<file path="config.mk">
export PLATFORM = sky130hd
export DESIGN_NAME = bc5_normal_map_block_decoder_unit
export DESIGN_NICKNAME = d
export VERILOG_FILES = /design/src/design/bc5nm_pkg.sv /design/src/design/bc5nm_zrec.sv /design/src/design/bc5_normal_map_block_decoder_unit.sv
export SDC_FILE = /design/constraint.sdc
export NUM_CORES = 2
export LEC_CHECK = 0
export ABC_CLOCK_PERIOD_IN_PS = 43800
export BUFFER_PORTS_ARGS = -buffer_cell sky130_fd_sc_hd__buf_2
export CORE_MARGIN = 4
export CORE_UTILIZATION = 55
export DETAILED_ROUTE_END_ITERATION = 8
export PLACE_DENSITY = 0.75
export SLEW_MARGIN = 30
export SYNTH_ARGS = -nofsm -noshare
export SYNTH_HDL_FRONTEND = slang
export SYNTH_SLANG_ARGS = --single-unit
</file>
<file path="constraint.sdc">
create_clock -name i_clk -period 43.8 [get_ports i_clk]
set_input_delay 2.19 -clock i_clk [delete_from_list [all_inputs] [get_ports i_clk]]
set_output_delay 2.19 -clock i_clk [all_outputs]
set_load 0.01 [all_outputs]
</file>
<file path="src/design/bc5nm_pkg.sv">
// Package with shared types, constants and a helper function of the BC5 normal-map decoder.
package bc5nm_pkg;

    localparam int unsigned TEXELS      = 16;
    localparam int unsigned CNT_W       = 4;
    localparam int unsigned CH_W        = 8;
    localparam int unsigned IDX_W       = 3;
    localparam int unsigned PAL_N       = 8;
    localparam int unsigned SQ_STAGES   = 4;
    localparam int unsigned SQ_REM_W    = 10;
    localparam logic [CH_W-1:0]  ALPHA_FULL  = 8'hFF;
    localparam logic [CH_W-1:0]  BLUE_FLAT   = 8'd127;
    localparam logic [CNT_W-1:0] LAST_TEXEL  = 4'd15;
    localparam logic [12:0]      RECIP_7     = 13'd4682;
    localparam logic [12:0]      RECIP_5     = 13'd6554;
    localparam int unsigned      RECIP_SHIFT = 15;
    localparam logic [15:0]      FULL_SQ     = 16'd65025;

    typedef struct packed {
        logic [CNT_W-1:0] num;
        logic             last;
    } t_tag;

    typedef struct packed {
        logic [SQ_REM_W-1:0] rem;
        logic [CH_W-1:0]     root;
    } t_rt;

    // One restoring step of the digit-by-digit square root.
    function automatic t_rt sq_step(input t_rt in, input logic [1:0] pair);
        logic [SQ_REM_W+1:0] cur;
        logic [SQ_REM_W+1:0] trial;
        logic [SQ_REM_W+1:0] diff;
        t_rt                 res;
        cur   = {in.rem, pair};
        trial = {2'b00, in.root, 2'b01};
        diff  = cur - trial;
        if (cur >= trial) begin
            res.rem  = diff[SQ_REM_W-1:0];
            res.root = {in.root[CH_W-2:0], 1'b1};
        end else begin
            res.rem  = cur[SQ_REM_W-1:0];
            res.root = {in.root[CH_W-2:0], 1'b0};
        end
        return res;
    endfunction

endpackage

</file>
<file path="src/design/bc5nm_zrec.sv">
// Pipelined reconstruction of the normal Z channel from the red and green channels.
module bc5nm_zrec (
    input  logic                        i_clk,
    input  logic                        i_rst_n,
    input  logic                        i_en,
    input  logic                        i_valid,
    input  logic [bc5nm_pkg::CH_W-1:0]  i_red,
    input  logic [bc5nm_pkg::CH_W-1:0]  i_green,
    input  bc5nm_pkg::t_tag             i_tag,
    output logic                        o_valid,
    output logic [bc5nm_pkg::CH_W-1:0]  o_red,
    output logic [bc5nm_pkg::CH_W-1:0]  o_green,
    output logic [bc5nm_pkg::CH_W-1:0]  o_blue,
    output bc5nm_pkg::t_tag             o_tag
);

    logic signed [9:0]  u_s;
    logic signed [9:0]  v_s;
    logic signed [19:0] uu_s;
    logic signed [19:0] vv_s;

    logic                       r_z1_valid;
    logic [15:0]                r_z1_uu;
    logic [15:0]                r_z1_vv;
    logic [bc5nm_pkg::CH_W-1:0] r_z1_red;
    logic [bc5nm_pkg::CH_W-1:0] r_z1_green;
    bc5nm_pkg::t_tag            r_z1_tag;

    logic [17:0] s_full;
    logic        s_pos;

    logic                       r_z2_valid;
    logic [15:0]                r_z2_s;
    logic                       r_z2_pos;
    logic [bc5nm_pkg::CH_W-1:0] r_z2_red;
    logic [bc5nm_pkg::CH_W-1:0] r_z2_green;
    bc5nm_pkg::t_tag            r_z2_tag;

    logic                       r_sq_valid [bc5nm_pkg::SQ_STAGES];
    bc5nm_pkg::t_rt             r_sq_rt    [bc5nm_pkg::SQ_STAGES];
    logic [15:0]                r_sq_s     [bc5nm_pkg::SQ_STAGES];
    logic                       r_sq_pos   [bc5nm_pkg::SQ_STAGES];
    logic [bc5nm_pkg::CH_W-1:0] r_sq_red   [bc5nm_pkg::SQ_STAGES];
    logic [bc5nm_pkg::CH_W-1:0] r_sq_green [bc5nm_pkg::SQ_STAGES];
    bc5nm_pkg::t_tag            r_sq_tag   [bc5nm_pkg::SQ_STAGES];

    logic [bc5nm_pkg::CH_W:0]   blue_sum;

    assign u_s  = $signed({1'b0, i_red, 1'b0}) - 10'sd255;
    assign v_s  = $signed({1'b0, i_green, 1'b0}) - 10'sd255;
    assign uu_s = u_s * u_s;
    assign vv_s = v_s * v_s;

    always_ff @(posedge i_clk) begin
        if (!i_rst_n) begin
            r_z1_valid <= 1'b0;
        end else if (i_en) begin
            r_z1_valid <= i_valid;
        end
    end

    always_ff @(posedge i_clk) begin
        if (i_en) begin
            r_z1_uu    <= uu_s[15:0];
            r_z1_vv    <= vv_s[15:0];
            r_z1_red   <= i_red;
            r_z1_green <= i_green;
            r_z1_tag   <= i_tag;
        end
    end

    assign s_full = {2'b00, bc5nm_pkg::FULL_SQ} - {2'b00, r_z1_uu} - {2'b00, r_z1_vv};
    assign s_pos  = !s_full[17] && (s_full != 18'd0);

    always_ff @(posedge i_clk) begin
        if (!i_rst_n) begin
            r_z2_valid <= 1'b0;
        end else if (i_en) begin
            r_z2_valid <= r_z1_valid;
        end
    end

    always_ff @(posedge i_clk) begin
        if (i_en) begin
            r_z2_s     <= s_pos ? s_full[15:0] : 16'd0;
            r_z2_pos   <= s_pos;
            r_z2_red   <= r_z1_red;
            r_z2_green <= r_z1_green;
            r_z2_tag   <= r_z1_tag;
        end
    end

    for (genvar k = 0; k < bc5nm_pkg::SQ_STAGES; k++) begin : g_sq
        logic                       in_valid;
        bc5nm_pkg::t_rt             in_rt;
        bc5nm_pkg::t_rt             mid_rt;
        bc5nm_pkg::t_rt             out_rt;
        logic [15:0]                in_s;
        logic                       in_pos;
        logic [bc5nm_pkg::CH_W-1:0] in_red;
        logic [bc5nm_pkg::CH_W-1:0] in_green;
        bc5nm_pkg::t_tag            in_tag;

        if (k == 0) begin : g_first
            assign in_valid = r_z2_valid;
            assign in_rt    = '0;
            assign in_s     = r_z2_s;
            assign in_pos   = r_z2_pos;
            assign in_red   = r_z2_red;
            assign in_green = r_z2_green;
            assign in_tag   = r_z2_tag;
        end else begin : g_next
            assign in_valid = r_sq_valid[k-1];
            assign in_rt    = r_sq_rt[k-1];
            assign in_s     = r_sq_s[k-1];
            assign in_pos   = r_sq_pos[k-1];
            assign in_red   = r_sq_red[k-1];
            assign in_green = r_sq_green[k-1];
            assign in_tag   = r_sq_tag[k-1];
        end

        assign mid_rt = bc5nm_pkg::sq_step(in_rt, in_s[2*(7-2*k) +: 2]);
        assign out_rt = bc5nm_pkg::sq_step(mid_rt, in_s[2*(6-2*k) +: 2]);

        always_ff @(posedge i_clk) begin
            if (!i_rst_n) begin
                r_sq_valid[k] <= 1'b0;
            end else if (i_en) begin
                r_sq_valid[k] <= in_valid;
            end
        end

        always_ff @(posedge i_clk) begin
            if (i_en) begin
                r_sq_rt[k]    <= out_rt;
                r_sq_s[k]     <= in_s;
                r_sq_pos[k]   <= in_pos;
                r_sq_red[k]   <= in_red;
                r_sq_green[k] <= in_green;
                r_sq_tag[k]   <= in_tag;
            end
        end
    end

    assign blue_sum = {1'b0, r_sq_rt[bc5nm_pkg::SQ_STAGES-1].root} + 9'd255;

    assign o_valid = r_sq_valid[bc5nm_pkg::SQ_STAGES-1];
    assign o_red   = r_sq_red[bc5nm_pkg::SQ_STAGES-1];
    assign o_green = r_sq_green[bc5nm_pkg::SQ_STAGES-1];
    assign o_tag   = r_sq_tag[bc5nm_pkg::SQ_STAGES-1];
    assign o_blue  = r_sq_pos[bc5nm_pkg::SQ_STAGES-1] ? blue_sum[bc5nm_pkg::CH_W:1]
                                                      : bc5nm_pkg::BLUE_FLAT;

    a_valid_flow: assert property (@(posedge i_clk) disable iff (!i_rst_n)
        (i_en && r_z2_valid) |=> r_sq_valid[0])
        else $error("Z pipeline dropped a request between stages.");

    a_hold_on_stall: assert property (@(posedge i_clk) disable iff (!i_rst_n)
        (!i_en && o_valid) |=> (o_valid && $stable(o_tag) && $stable(o_blue)))
        else $error("Z pipeline output changed while stalled.");

    a_flat_blue: assert property (@(posedge i_clk) disable iff (!i_rst_n)
        (o_valid && !r_sq_pos[bc5nm_pkg::SQ_STAGES-1]) |-> (o_blue == bc5nm_pkg::BLUE_FLAT))
        else $error("Out-of-disc texel did not take the flat blue value.");

endmodule

</file>
<file path="src/design/bc5_normal_map_block_decoder_unit.sv">
// Top level of the BC5 normal-map block decoder: palette build, texel issue and output register.
// Between texel issue and the output register, each texel passes the Z reconstruction pipeline.
// Throughput: one texel per cycle while the output is not stalled, set by the texel issue counter.
// The texel pipeline advances whenever the output register is empty or being taken.
// Reset clears all valid bits and the texel counter; no data register is cleared.
module bc5_normal_map_block_decoder_unit (
    input  logic         i_clk,
    input  logic         i_rst_n,
    input  logic         s_axis_tvalid,
    output logic         s_axis_tready,
    // Fields from bit 0: red_endpoint_a, red_endpoint_b, red_indices,
    // green_endpoint_a, green_endpoint_b, green_indices.
    input  logic [127:0] s_axis_tdata,
    output logic         m_axis_tvalid,
    input  logic         m_axis_tready,
    // Fields from bit 0: texel_number, red, green, blue, alpha, then zero padding.
    output logic [39:0]  m_axis_tdata,
    output logic         m_axis_tlast
);

    localparam int unsigned CW = bc5nm_pkg::CH_W;
    localparam int unsigned NW = 48;

    logic [CW-1:0] in_ra;
    logic [CW-1:0] in_rb;
    logic [NW-1:0] in_ridx;
    logic [CW-1:0] in_ga;
    logic [CW-1:0] in_gb;
    logic [NW-1:0] in_gidx;

    logic          en;
    logic          issue;
    logic          b2_take;
    logic          in_fire;

    logic          r_b1_valid;
    logic [CW-1:0] r_b1_ra;
    logic [CW-1:0] r_b1_rb;
    logic [CW-1:0] r_b1_ga;
    logic [CW-1:0] r_b1_gb;
    logic          r_b1_rmode7;
    logic          r_b1_gmode7;
    logic [10:0]   r_b1_rnum7 [6];
    logic [10:0]   r_b1_gnum7 [6];
    logic [10:0]   r_b1_rnum5 [4];
    logic [10:0]   r_b1_gnum5 [4];
    logic [NW-1:0] r_b1_ridx;
    logic [NW-1:0] r_b1_gidx;

    logic          r_b2_valid;
    logic [CW-1:0] r_pal_r [bc5nm_pkg::PAL_N];
    logic [CW-1:0] r_pal_g [bc5nm_pkg::PAL_N];
    logic [NW-1:0] r_b2_ridx;
    logic [NW-1:0] r_b2_gidx;
    logic [CW-1:0] n_pal_r [bc5nm_pkg::PAL_N];
    logic [CW-1:0] n_pal_g [bc5nm_pkg::PAL_N];

    logic [bc5nm_pkg::CNT_W-1:0] r_cnt;
    logic [bc5nm_pkg::IDX_W-1:0] sel_r;
    logic [bc5nm_pkg::IDX_W-1:0] sel_g;

    logic            r_t1_valid;
    logic [CW-1:0]   r_t1_red;
    logic [CW-1:0]   r_t1_green;
    bc5nm_pkg::t_tag r_t1_tag;
    bc5nm_pkg::t_tag n_t1_tag;

    logic            z_valid;
    logic [CW-1:0]   z_red;
    logic [CW-1:0]   z_green;
    logic [CW-1:0]   z_blue;
    bc5nm_pkg::t_tag z_tag;

    logic            r_out_valid;
    logic [CW-1:0]   r_out_red;
    logic [CW-1:0]   r_out_green;
    logic [CW-1:0]   r_out_blue;
    bc5nm_pkg::t_tag r_out_tag;

    assign in_ra   = s_axis_tdata[7:0];
    assign in_rb   = s_axis_tdata[15:8];
    assign in_ridx = s_axis_tdata[63:16];
    assign in_ga   = s_axis_tdata[71:64];
    assign in_gb   = s_axis_tdata[79:72];
    assign in_gidx = s_axis_tdata[127:80];

    assign en      = !r_out_valid || m_axis_tready;
    assign issue   = en && r_b2_valid;
    assign b2_take = !r_b2_valid || (issue && (r_cnt == bc5nm_pkg::LAST_TEXEL));
    assign s_axis_tready = !r_b1_valid || b2_take;
    assign in_fire = s_axis_tvalid && s_axis_tready;

    // First block stage: palette numerators for both interpolation modes.
    always_ff @(posedge i_clk) begin
        if (!i_rst_n) begin
            r_b1_valid <= 1'b0;
        end else if (s_axis_tready) begin
            r_b1_valid <= s_axis_tvalid;
        end
    end

    always_ff @(posedge i_clk) begin
        if (in_fire) begin
            r_b1_ra     <= in_ra;
            r_b1_rb     <= in_rb;
            r_b1_ga     <= in_ga;
            r_b1_gb     <= in_gb;
            r_b1_rmode7 <= in_ra > in_rb;
            r_b1_gmode7 <= in_ga > in_gb;
            r_b1_ridx   <= in_ridx;
            r_b1_gidx   <= in_gidx;
            for (int i = 0; i < 6; i++) begin
                r_b1_rnum7[i] <= 11'(6 - i) * {3'b000, in_ra} + 11'(i + 1) * {3'b000, in_rb};
                r_b1_gnum7[i] <= 11'(6 - i) * {3'b000, in_ga} + 11'(i + 1) * {3'b000, in_gb};
            end
            for (int i = 0; i < 4; i++) begin
                r_b1_rnum5[i] <= 11'(4 - i) * {3'b000, in_ra} + 11'(i + 1) * {3'b000, in_rb};
                r_b1_gnum5[i] <= 11'(4 - i) * {3'b000, in_ga} + 11'(i + 1) * {3'b000, in_gb};
            end
        end
    end

    // Second block stage: division by reciprocal multiplication and palette selection.
    always_comb begin
        logic [23:0] pr7;
        logic [23:0] pg7;
        logic [22:0] pr5;
        logic [22:0] pg5;
        n_pal_r[0] = r_b1_ra;
        n_pal_r[1] = r_b1_rb;
        n_pal_g[0] = r_b1_ga;
        n_pal_g[1] = r_b1_gb;
        for (int i = 0; i < 6; i++) begin
            pr7 = {13'd0, r_b1_rnum7[i]} * {11'd0, bc5nm_pkg::RECIP_7};
            pg7 = {13'd0, r_b1_gnum7[i]} * {11'd0, bc5nm_pkg::RECIP_7};
            if (i < 4) begin
                pr5 = {12'd0, r_b1_rnum5[i]} * {10'd0, bc5nm_pkg::RECIP_5};
                pg5 = {12'd0, r_b1_gnum5[i]} * {10'd0, bc5nm_pkg::RECIP_5};
            end else begin
                pr5 = (i == 4) ? 23'd0 : 23'(255) << bc5nm_pkg::RECIP_SHIFT;
                pg5 = pr5;
            end
            n_pal_r[i+2] = r_b1_rmode7 ? pr7[bc5nm_pkg::RECIP_SHIFT +: CW]
                                       : pr5[bc5nm_pkg::RECIP_SHIFT +: CW];
            n_pal_g[i+2] = r_b1_gmode7 ? pg7[bc5nm_pkg::RECIP_SHIFT +: CW]
                                       : pg5[bc5nm_pkg::RECIP_SHIFT +: CW];
        end
    end

    always_ff @(posedge i_clk) begin
        if (!i_rst_n) begin
            r_b2_valid <= 1'b0;
        end else if (b2_take) begin
            r_b2_valid <= r_b1_valid;
        end
    end

    always_ff @(posedge i_clk) begin
        if (b2_take && r_b1_valid) begin
            r_pal_r   <= n_pal_r;
            r_pal_g   <= n_pal_g;
            r_b2_ridx <= r_b1_ridx;
            r_b2_gidx <= r_b1_gidx;
        end
    end

    // Texel issue: one texel per advancing cycle while a block is held.
    always_ff @(posedge i_clk) begin
        if (!i_rst_n) begin
            r_cnt <= '0;
        end else if (issue) begin
            r_cnt <= r_cnt + 1'b1;
        end
    end

    assign sel_r         = r_b2_ridx[bc5nm_pkg::IDX_W*r_cnt +: bc5nm_pkg::IDX_W];
    assign sel_g         = r_b2_gidx[bc5nm_pkg::IDX_W*r_cnt +: bc5nm_pkg::IDX_W];
    assign n_t1_tag.num  = r_cnt;
    assign n_t1_tag.last = (r_cnt == bc5nm_pkg::LAST_TEXEL);

    always_ff @(posedge i_clk) begin
        if (!i_rst_n) begin
            r_t1_valid <= 1'b0;
        end else if (en) begin
            r_t1_valid <= r_b2_valid;
        end
    end

    always_ff @(posedge i_clk) begin
        if (en) begin
            r_t1_red   <= r_pal_r[sel_r];
            r_t1_green <= r_pal_g[sel_g];
            r_t1_tag   <= n_t1_tag;
        end
    end

    bc5nm_zrec u_zrec (
        .i_clk   (i_clk),
        .i_rst_n (i_rst_n),
        .i_en    (en),
        .i_valid (r_t1_valid),
        .i_red   (r_t1_red),
        .i_green (r_t1_green),
        .i_tag   (r_t1_tag),
        .o_valid (z_valid),
        .o_red   (z_red),
        .o_green (z_green),
        .o_blue  (z_blue),
        .o_tag   (z_tag)
    );

    always_ff @(posedge i_clk) begin
        if (!i_rst_n) begin
            r_out_valid <= 1'b0;
        end else if (en) begin
            r_out_valid <= z_valid;
        end
    end

    always_ff @(posedge i_clk) begin
        if (en) begin
            r_out_red   <= z_red;
            r_out_green <= z_green;
            r_out_blue  <= z_blue;
            r_out_tag   <= z_tag;
        end
    end

    assign m_axis_tvalid = r_out_valid;
    assign m_axis_tlast  = r_out_tag.last;
    assign m_axis_tdata  = {4'd0, bc5nm_pkg::ALPHA_FULL, r_out_blue, r_out_green,
                            r_out_red, r_out_tag.num};

    a_cnt_needs_block: assert property (@(posedge i_clk) disable iff (!i_rst_n)
        (r_cnt != '0) |-> r_b2_valid)
        else $error("Texel counter is mid-block without a held block.");

    a_block_release: assert property (@(posedge i_clk) disable iff (!i_rst_n)
        (issue && (r_cnt == bc5nm_pkg::LAST_TEXEL) && !r_b1_valid) |=> !r_b2_valid)
        else $error("Block was not released after its last texel.");

    a_last_tag: assert property (@(posedge i_clk) disable iff (!i_rst_n)
        r_out_valid |-> (r_out_tag.last == (r_out_tag.num == bc5nm_pkg::LAST_TEXEL)))
        else $error("End-of-block flag disagrees with the texel number.");

endmodule

</file>
=== Word-level counts from Yosys, hierarchy flattened ===
Memory sizes are Yosys's and may differ from the RTL's. A register that Yosys moved wholly into a read port is not among the register bits.
Index checks and enable logic that the tools add are counted.

* Flip-flop bits (word level): 483
* Bits in writable memories: 448
* Output and inout bits: 43
* Word-level logic and storage cells: 197
* Memories kept: 11

* Add/subtract/negate cells: 34
* Multiply operators: 35
* $lt $le $gt $ge: 12
* Eq/ne operators: 1
* Shift-type cells: 2
* Mux-type cells: 33
* Bitwise operators: 6
* Reductions and logical operators: 14

{| class="wikitable"
|+ Memory list
! name !! depth !! bits a word !! read ports !! clocked after memory_dff !! wr ports !! line !! RTL
|-
| u_zrec.r_sq_rt || 4 || 18 || 4 || 0 || 4 || bc5nm_zrec.sv:40 || <nowiki>bc5nm_pkg::t_rt r_sq_rt [bc5nm_pkg::SQ_STAGES];</nowiki>
|-
| r_b1_gnum7 || 6 || 11 || 6 || 0 || 6 || bc5_normal_map_block_decoder_unit.sv:44 || <nowiki>logic [10:0] r_b1_gnum7 [6];</nowiki>
|-
| r_b1_rnum7 || 6 || 11 || 6 || 0 || 6 || bc5_normal_map_block_decoder_unit.sv:43 || <nowiki>logic [10:0] r_b1_rnum7 [6];</nowiki>
|-
| u_zrec.r_sq_s || 4 || 16 || 3 || 0 || 4 || bc5nm_zrec.sv:41 || <nowiki>logic [15:0] r_sq_s [bc5nm_pkg::SQ_STAGES];</nowiki>
|-
| r_b1_gnum5 || 4 || 11 || 4 || 0 || 4 || bc5_normal_map_block_decoder_unit.sv:46 || <nowiki>logic [10:0] r_b1_gnum5 [4];</nowiki>
|-
| r_b1_rnum5 || 4 || 11 || 4 || 0 || 4 || bc5_normal_map_block_decoder_unit.sv:45 || <nowiki>logic [10:0] r_b1_rnum5 [4];</nowiki>
|-
| 5 more memories || n/a || n/a || n/a || n/a || n/a || n/a ||
|}

{| class="wikitable"
|+ Operators by type and width
! operator !! count
|-
| 11-bit by 12-bit multiplier with 22-bit output (second input constant) || 20
|-
| 18-bit 2-to-1 mux || 8
|-
| 8-bit 2-to-1 mux || 12
|-
| 48-bit by 7-bit indexed part select with 3-bit output || 2
|-
| 12-bit by 10-bit >= comparator with 1-bit output || 7
|-
| 2-bit by 8-bit multiplier with 10-bit output (first input constant) || 8
|-
| 10-bit subtractor || 7
|-
| 8-bit binary-select mux with 3-bit select || 2
|-
| 10-bit by 10-bit adder with 11-bit output || 4
|-
| 3-bit by 8-bit multiplier with 11-bit output (first input constant) || 4
|-
| 10-bit by 10-bit multiplier with 16-bit output || 2
|-
| 10-bit by 8-bit adder with 11-bit output || 2
|-
| 10-bit by 9-bit adder with 11-bit output || 2
|-
| 11-bit by 8-bit adder with 11-bit output || 2
|-
| 11-bit by 9-bit adder with 11-bit output || 2
|-
| 8-bit by 10-bit adder with 11-bit output || 2
|-
| 8-bit by 11-bit adder with 11-bit output || 2
|-
| 9-bit by 10-bit adder with 11-bit output || 2
|-
| 9-bit by 11-bit adder with 11-bit output || 2
|-
| 9-bit by 8-bit subtractor with 10-bit output (second input constant) || 2
|-
| 18-bit nonzero test || 1
|-
| 18-bit by 16-bit subtractor with 18-bit output || 1
|-
| 16-bit by 16-bit subtractor with 17-bit output (first input constant) || 1
|-
| 8-bit greater-than comparator || 2
|-
| other kinds (13) || 38
|}

=== Logic depth before layout (Yosys ltp) ===
* Depth after elaboration: 9
* Depth in mapped cells: 20

=== By module ===
A second synthesis with hierarchy kept.

* Cells, all modules: 6,881
* Area total of the unflattened synthesis: 79,155.9 um^2

{| class="wikitable"
|+ By module, submodules not included
! module !! instances !! cells an instance !! area each (um^2) !! sequential area each (um^2)
|-
| bc5_normal_map_block_decoder_unit || 1 || 5,503 || 62,750.2 || 18,057.3
|-
| bc5nm_zrec || 1 || 1,378 || 16,405.7 || 7,417.1
|}

=== Least setup slack after synthesis ===
No wires, ideal clock.

* Path type: in2reg
* Start: input port m_axis_tready
* End: register r_b2_gidx[0], enable pin
* Arrival time: 22.766 ns
* Required time: 42.963 ns
* Path slack: 20.197 ns
* Stages on the path: 6
* Path buffers: 2
* Path through: nor2b_1 -> clkbuf_1 -> inv_1 -> clkbuf_1 -> a21boi_0 -> nor2b_1

* Longest elaborated chain between the ends: 5

{| class="wikitable"
|+ Ends and longest elaborated chain
! item !! line !! RTL
|-
| start, declared || bc5_normal_map_block_decoder_unit.sv:15 || <nowiki>input logic m_axis_tready,</nowiki>
|-
| 1-bit logical OR || bc5_normal_map_block_decoder_unit.sv:87 || <nowiki>assign en = !r_out_valid || m_axis_tready;</nowiki>
|-
| 1-bit logical AND || bc5_normal_map_block_decoder_unit.sv:88 || <nowiki>assign issue = en && r_b2_valid;</nowiki>
|-
| 1-bit logical AND || bc5_normal_map_block_decoder_unit.sv:89 || <nowiki>assign b2_take = !r_b2_valid || (issue && (r_cnt == bc5nm_pkg::LAST_TEXEL));</nowiki>
|-
| 1-bit logical OR || bc5_normal_map_block_decoder_unit.sv:89 ||
|-
| 1-bit logical AND || bc5_normal_map_block_decoder_unit.sv:159 || <nowiki>if (b2_take && r_b1_valid) begin</nowiki>
|-
| end signal, assigned || bc5_normal_map_block_decoder_unit.sv:163 || <nowiki>r_b2_gidx <= r_b1_gidx;</nowiki>
|-
| end, declared || bc5_normal_map_block_decoder_unit.sv:54 || <nowiki>logic [NW-1:0] r_b2_gidx;</nowiki>
|}

No other way between the ends.
A chain may end at the register's enable or synchronous reset.

=== Worst setup path after layout ===
* Start: input port m_axis_tready
* End: output port s_axis_tready

* Longest elaborated chain between the ends: 5

{| class="wikitable"
|+ Ends and longest elaborated chain
! item !! line !! RTL
|-
| 1-bit logical OR || bc5_normal_map_block_decoder_unit.sv:87 ||
|-
| 1-bit logical AND || bc5_normal_map_block_decoder_unit.sv:88 ||
|-
| 1-bit logical AND || bc5_normal_map_block_decoder_unit.sv:89 ||
|-
| 1-bit logical OR || bc5_normal_map_block_decoder_unit.sv:89 ||
|-
| 1-bit logical OR || bc5_normal_map_block_decoder_unit.sv:90 || <nowiki>assign s_axis_tready = !r_b1_valid || b2_take;</nowiki>
|-
| end, declared || bc5_normal_map_block_decoder_unit.sv:10 || <nowiki>output logic s_axis_tready,</nowiki>
|}

No other way between the ends.

==> results.yml <==
run_status:
  run_status: "finished, final reports clean"
sta:
  setup_repair_after_global_routing_missed_its_margin: "no"
  setup_viol: 0
  setup_total_negative_slack_ps: 0
  layout_worst_path_cycle_share_pct: 15.69
  finalCriticalPeriod_ps: 6871
  max-slew-margin-rel_pct: 38.04
  slew_at_the_pin_with_the_worst_max_slew_slack_ps: 929.5
  timing.hold.ws_ps: 368.4
  final_hold_viol_count: 0
  clock_skew_ps: 83.32
  fmax_mhz: 145.5
  worst_slack_ps: 36930
  max_slew_violations: 0
global_routing:
  first_global_vias: 51630
  grt_antenna_before_repair: 5
  grt_usage_pct: 21.34
  grt_pass1_wl_um: 259500
  pin_count_of_the_biggest_net_entering_global_routing: 154
  grt_remaining_overflow: 0
routing:
  detail_route.drc_violations: 0
  dr.first_iter.drc_count: 2392
  detail_route.wl_per_cell_um: 17.60
  routed_wirelength_um: 158600
  routed-via-count: 48810
  drtPass1Iterations: 5
  viasPerCell: 5.418
  drt.antenna.violating_nets: 0
yosys:
  synth_register_bits: 852
  synthArstFlopShare_pct: 0
  yosysWarningCount: 0
  synth.largest_area_cell: "sky130_fd_sc_hd__edfxtp_1"
  synth_top_area_share_pct: 32.01
  synth_seq_area_share_pct: 32.29
  netlist-cell-type-count: 92
  commonest_cells_post_synth: "sky130_fd_sc_hd__ha_1 (1628), sky130_fd_sc_hd__inv_1 (1528), sky130_fd_sc_hd__edfxtp_1 (841)"
  ys_dominant_reg_cell: "sky130_fd_sc_hd__edfxtp_1"
  mapped_avg_cell_area_sq_um: 11.58
  postSynthCellCount: 6815
  synth_edf_count: 841
  most_area_consuming_cells_after_synthesis: "sky130_fd_sc_hd__edfxtp_1 (32%), sky130_fd_sc_hd__ha_1 (26%), sky130_fd_sc_hd__fa_1 (15%), sky130_fd_sc_hd__inv_1 (7.3%), sky130_fd_sc_hd__xnor2_1 (3.1%)"
  synth.most_common_cell: "sky130_fd_sc_hd__ha_1"
  syn_area_sq_um: 78890
floorplanning:
  design.die.area_sq_um: 149600
  die_h_um: 386.7
  core-area_sq_um: 142100
  boundaryPins: 175
  initial_utilization_pct: 55.52
  die_width_um: 386.7
  rows: 138
clock_network:
  cts_buffers: 91
  cts_htree_levels: 3
  cts-root-to-sink-buffers: 3
  cts_tree: "yes"
  cts_hold_buf: 0
  worstSkewPairLatency_ps: 740
  cts_num_sinks: 852
  cts_setup_buffers: 0
  clock-root-buffer: "sky130_fd_sc_hd__clkbuf_16"
  cts_repair_resize_count: 0
  clk_pin_slew_worst_paths_ps: 60
worst_setup_path:
  critPathRequiredTime_ps: 41610
  timing.critical_path.from_type: "input port"
  cp_max_fo: 153
  reg2reg_depth: 18
  crit_arrival_ps: 4680
  startpoint_of_the_worst_register_to_register_path: "r_b1_rnum5[2][2]"
  endpoint_kind: "primary output"
  crit_path_kind: "in2out"
  reg2reg_setup_slack_ps: 38060
  worst_r2r_endpoint: "r_pal_r[30]"
final_layout:
  layout.cells.non_filler: 9009
  design.final.nets: 9396
  share_of_cells_above_drive_strength_1_pct: 6.043
  fillerInstances: 11190
  flow.area_growth_from_synthesis_pct: 7.839
job:
  drv_cap: 0
place:
  finalWeightedCongestion: 0.8786
  dpl_worst_slack_ps: 36940
  post-place-cells: 8839
  numPortBuffers: 162
  detailedPlacementHpwl_um: 125200
hold_path:
  worst_hold_path.endpoint: "r_b2_gidx[15]"
  min-delay-path-class: "reg2reg"
  holdPathStages: 0
  worst_hold_startpoint: "r_b1_gidx[15]"
==> sequential cells by signal (all words and copies together), names as in the netlist, 38 cells and up <==
register and count:
r_b1_gidx 48, r_b1_gnum5 38, r_b1_gnum7 58, r_b1_ridx 48
r_b1_rnum5 38, r_b1_rnum7 58, r_b2_gidx 48, r_b2_ridx 48
r_pal_g 64, r_pal_r 64, u_zrec.r_sq_rt 47
==> routing by layer <==
layer | part of all wire (%) | vias to the layer above | global-route usage (%)
met5 | 0.0082 | - | 0
met4 | 2.8 | 2 | 6.194
met3 | 4.0 | 256 | 2.433
met2 | 51 | 854 | 38.09
met1 | 42 | 24020 | 27.39
li1 | - | 23670 | -
==> metrics by stage <==
stage                     cell area (sq um)  util [%]
after floorplan                       78930         -
after global placement                81960     57.68
after detailed placement              82010     57.71
after CTS                             85020     59.83
after global routing                  85080     59.87
final                                 85080     59.87
==> worst max-delay path, stage by stage <==
cell and delay [ps]:
sky130_fd_sc_hd__buf_2 90, sky130_fd_sc_hd__nor2b_1 590, sky130_fd_sc_hd__clkinv_8 700, sky130_fd_sc_hd__a21boi_0 770
sky130_fd_sc_hd__nand2_1 140, sky130_fd_sc_hd__buf_2 170
==> cells by family after synthesis <==
kind of cell | synth area share, %
muxes | 2.574
and+or+nand+nor | 4.724
buffers and inverters | 7.750
other | 0.009519
xor gates and xnor gates | 4.717
AOI/OAI and AO/OA | 7.070
DFF | 32.29
adders and majority gates | 40.87
==> how the worst max path moves through the flow <==
stage,startpoint,to,slack [ps],depth (start not counted)
floorplan,m_axis_tready,r_b2_gidx[0],20200,6
global placement,m_axis_tready,r_pal_r[16],37020,8
detailed placement,m_axis_tready,r_b1_rnum7[3][10],36940,8
CTS,m_axis_tready,s_axis_tready,37240,6
global route,m_axis_tready,s_axis_tready,36620,6
finish,m_axis_tready,s_axis_tready,36930,6
==> final cells by class <==
cell class / instances / area, sq um / area share [%]
antenna: 3 / 7.507 / 0.008824
inverter: 1534 / 5772 / 6.784
timing repair buffer: 188 / 1054 / 1.238
tap: 1890 / 2365 / 2.779
clock buffer: 114 / 2394 / 2.813
clock inverter: 52 / 623.1 / 0.7324
multi-input combinational: 4376 / 47390 / 55.70
sequential: 852 / 25470 / 29.94
==> cell usage in the layout (no fill, tap or decap), types with 40 or more instances in the layout <==
cell type                   synthesis  layout
sky130_fd_sc_hd__o21ai_0          108     108
sky130_fd_sc_hd__fa_1             593     593
sky130_fd_sc_hd__xnor2_1          280     280
sky130_fd_sc_hd__ha_1            1628    1628
sky130_fd_sc_hd__xor2_1           143     143
sky130_fd_sc_hd__mux4_2            44      44
sky130_fd_sc_hd__o21a_1            40      40
sky130_fd_sc_hd__a21o_1           117     117
sky130_fd_sc_hd__nor2_1           181     181
sky130_fd_sc_hd__nand2_1          170     170
sky130_fd_sc_hd__edfxtp_1         841     841
sky130_fd_sc_hd__nor2b_1           51      50
sky130_fd_sc_hd__nand3_1           62      62
sky130_fd_sc_hd__clkbuf_16          0      91
sky130_fd_sc_hd__nor3_1            71      71
sky130_fd_sc_hd__o21bai_1          97      97
sky130_fd_sc_hd__a21oi_1          273     273
sky130_fd_sc_hd__inv_1           1528    1527
sky130_fd_sc_hd__buf_2              3     162
Power is not shown: default switching activity piles up to over one toggle a cycle in this logic, so the estimate is an artifact.
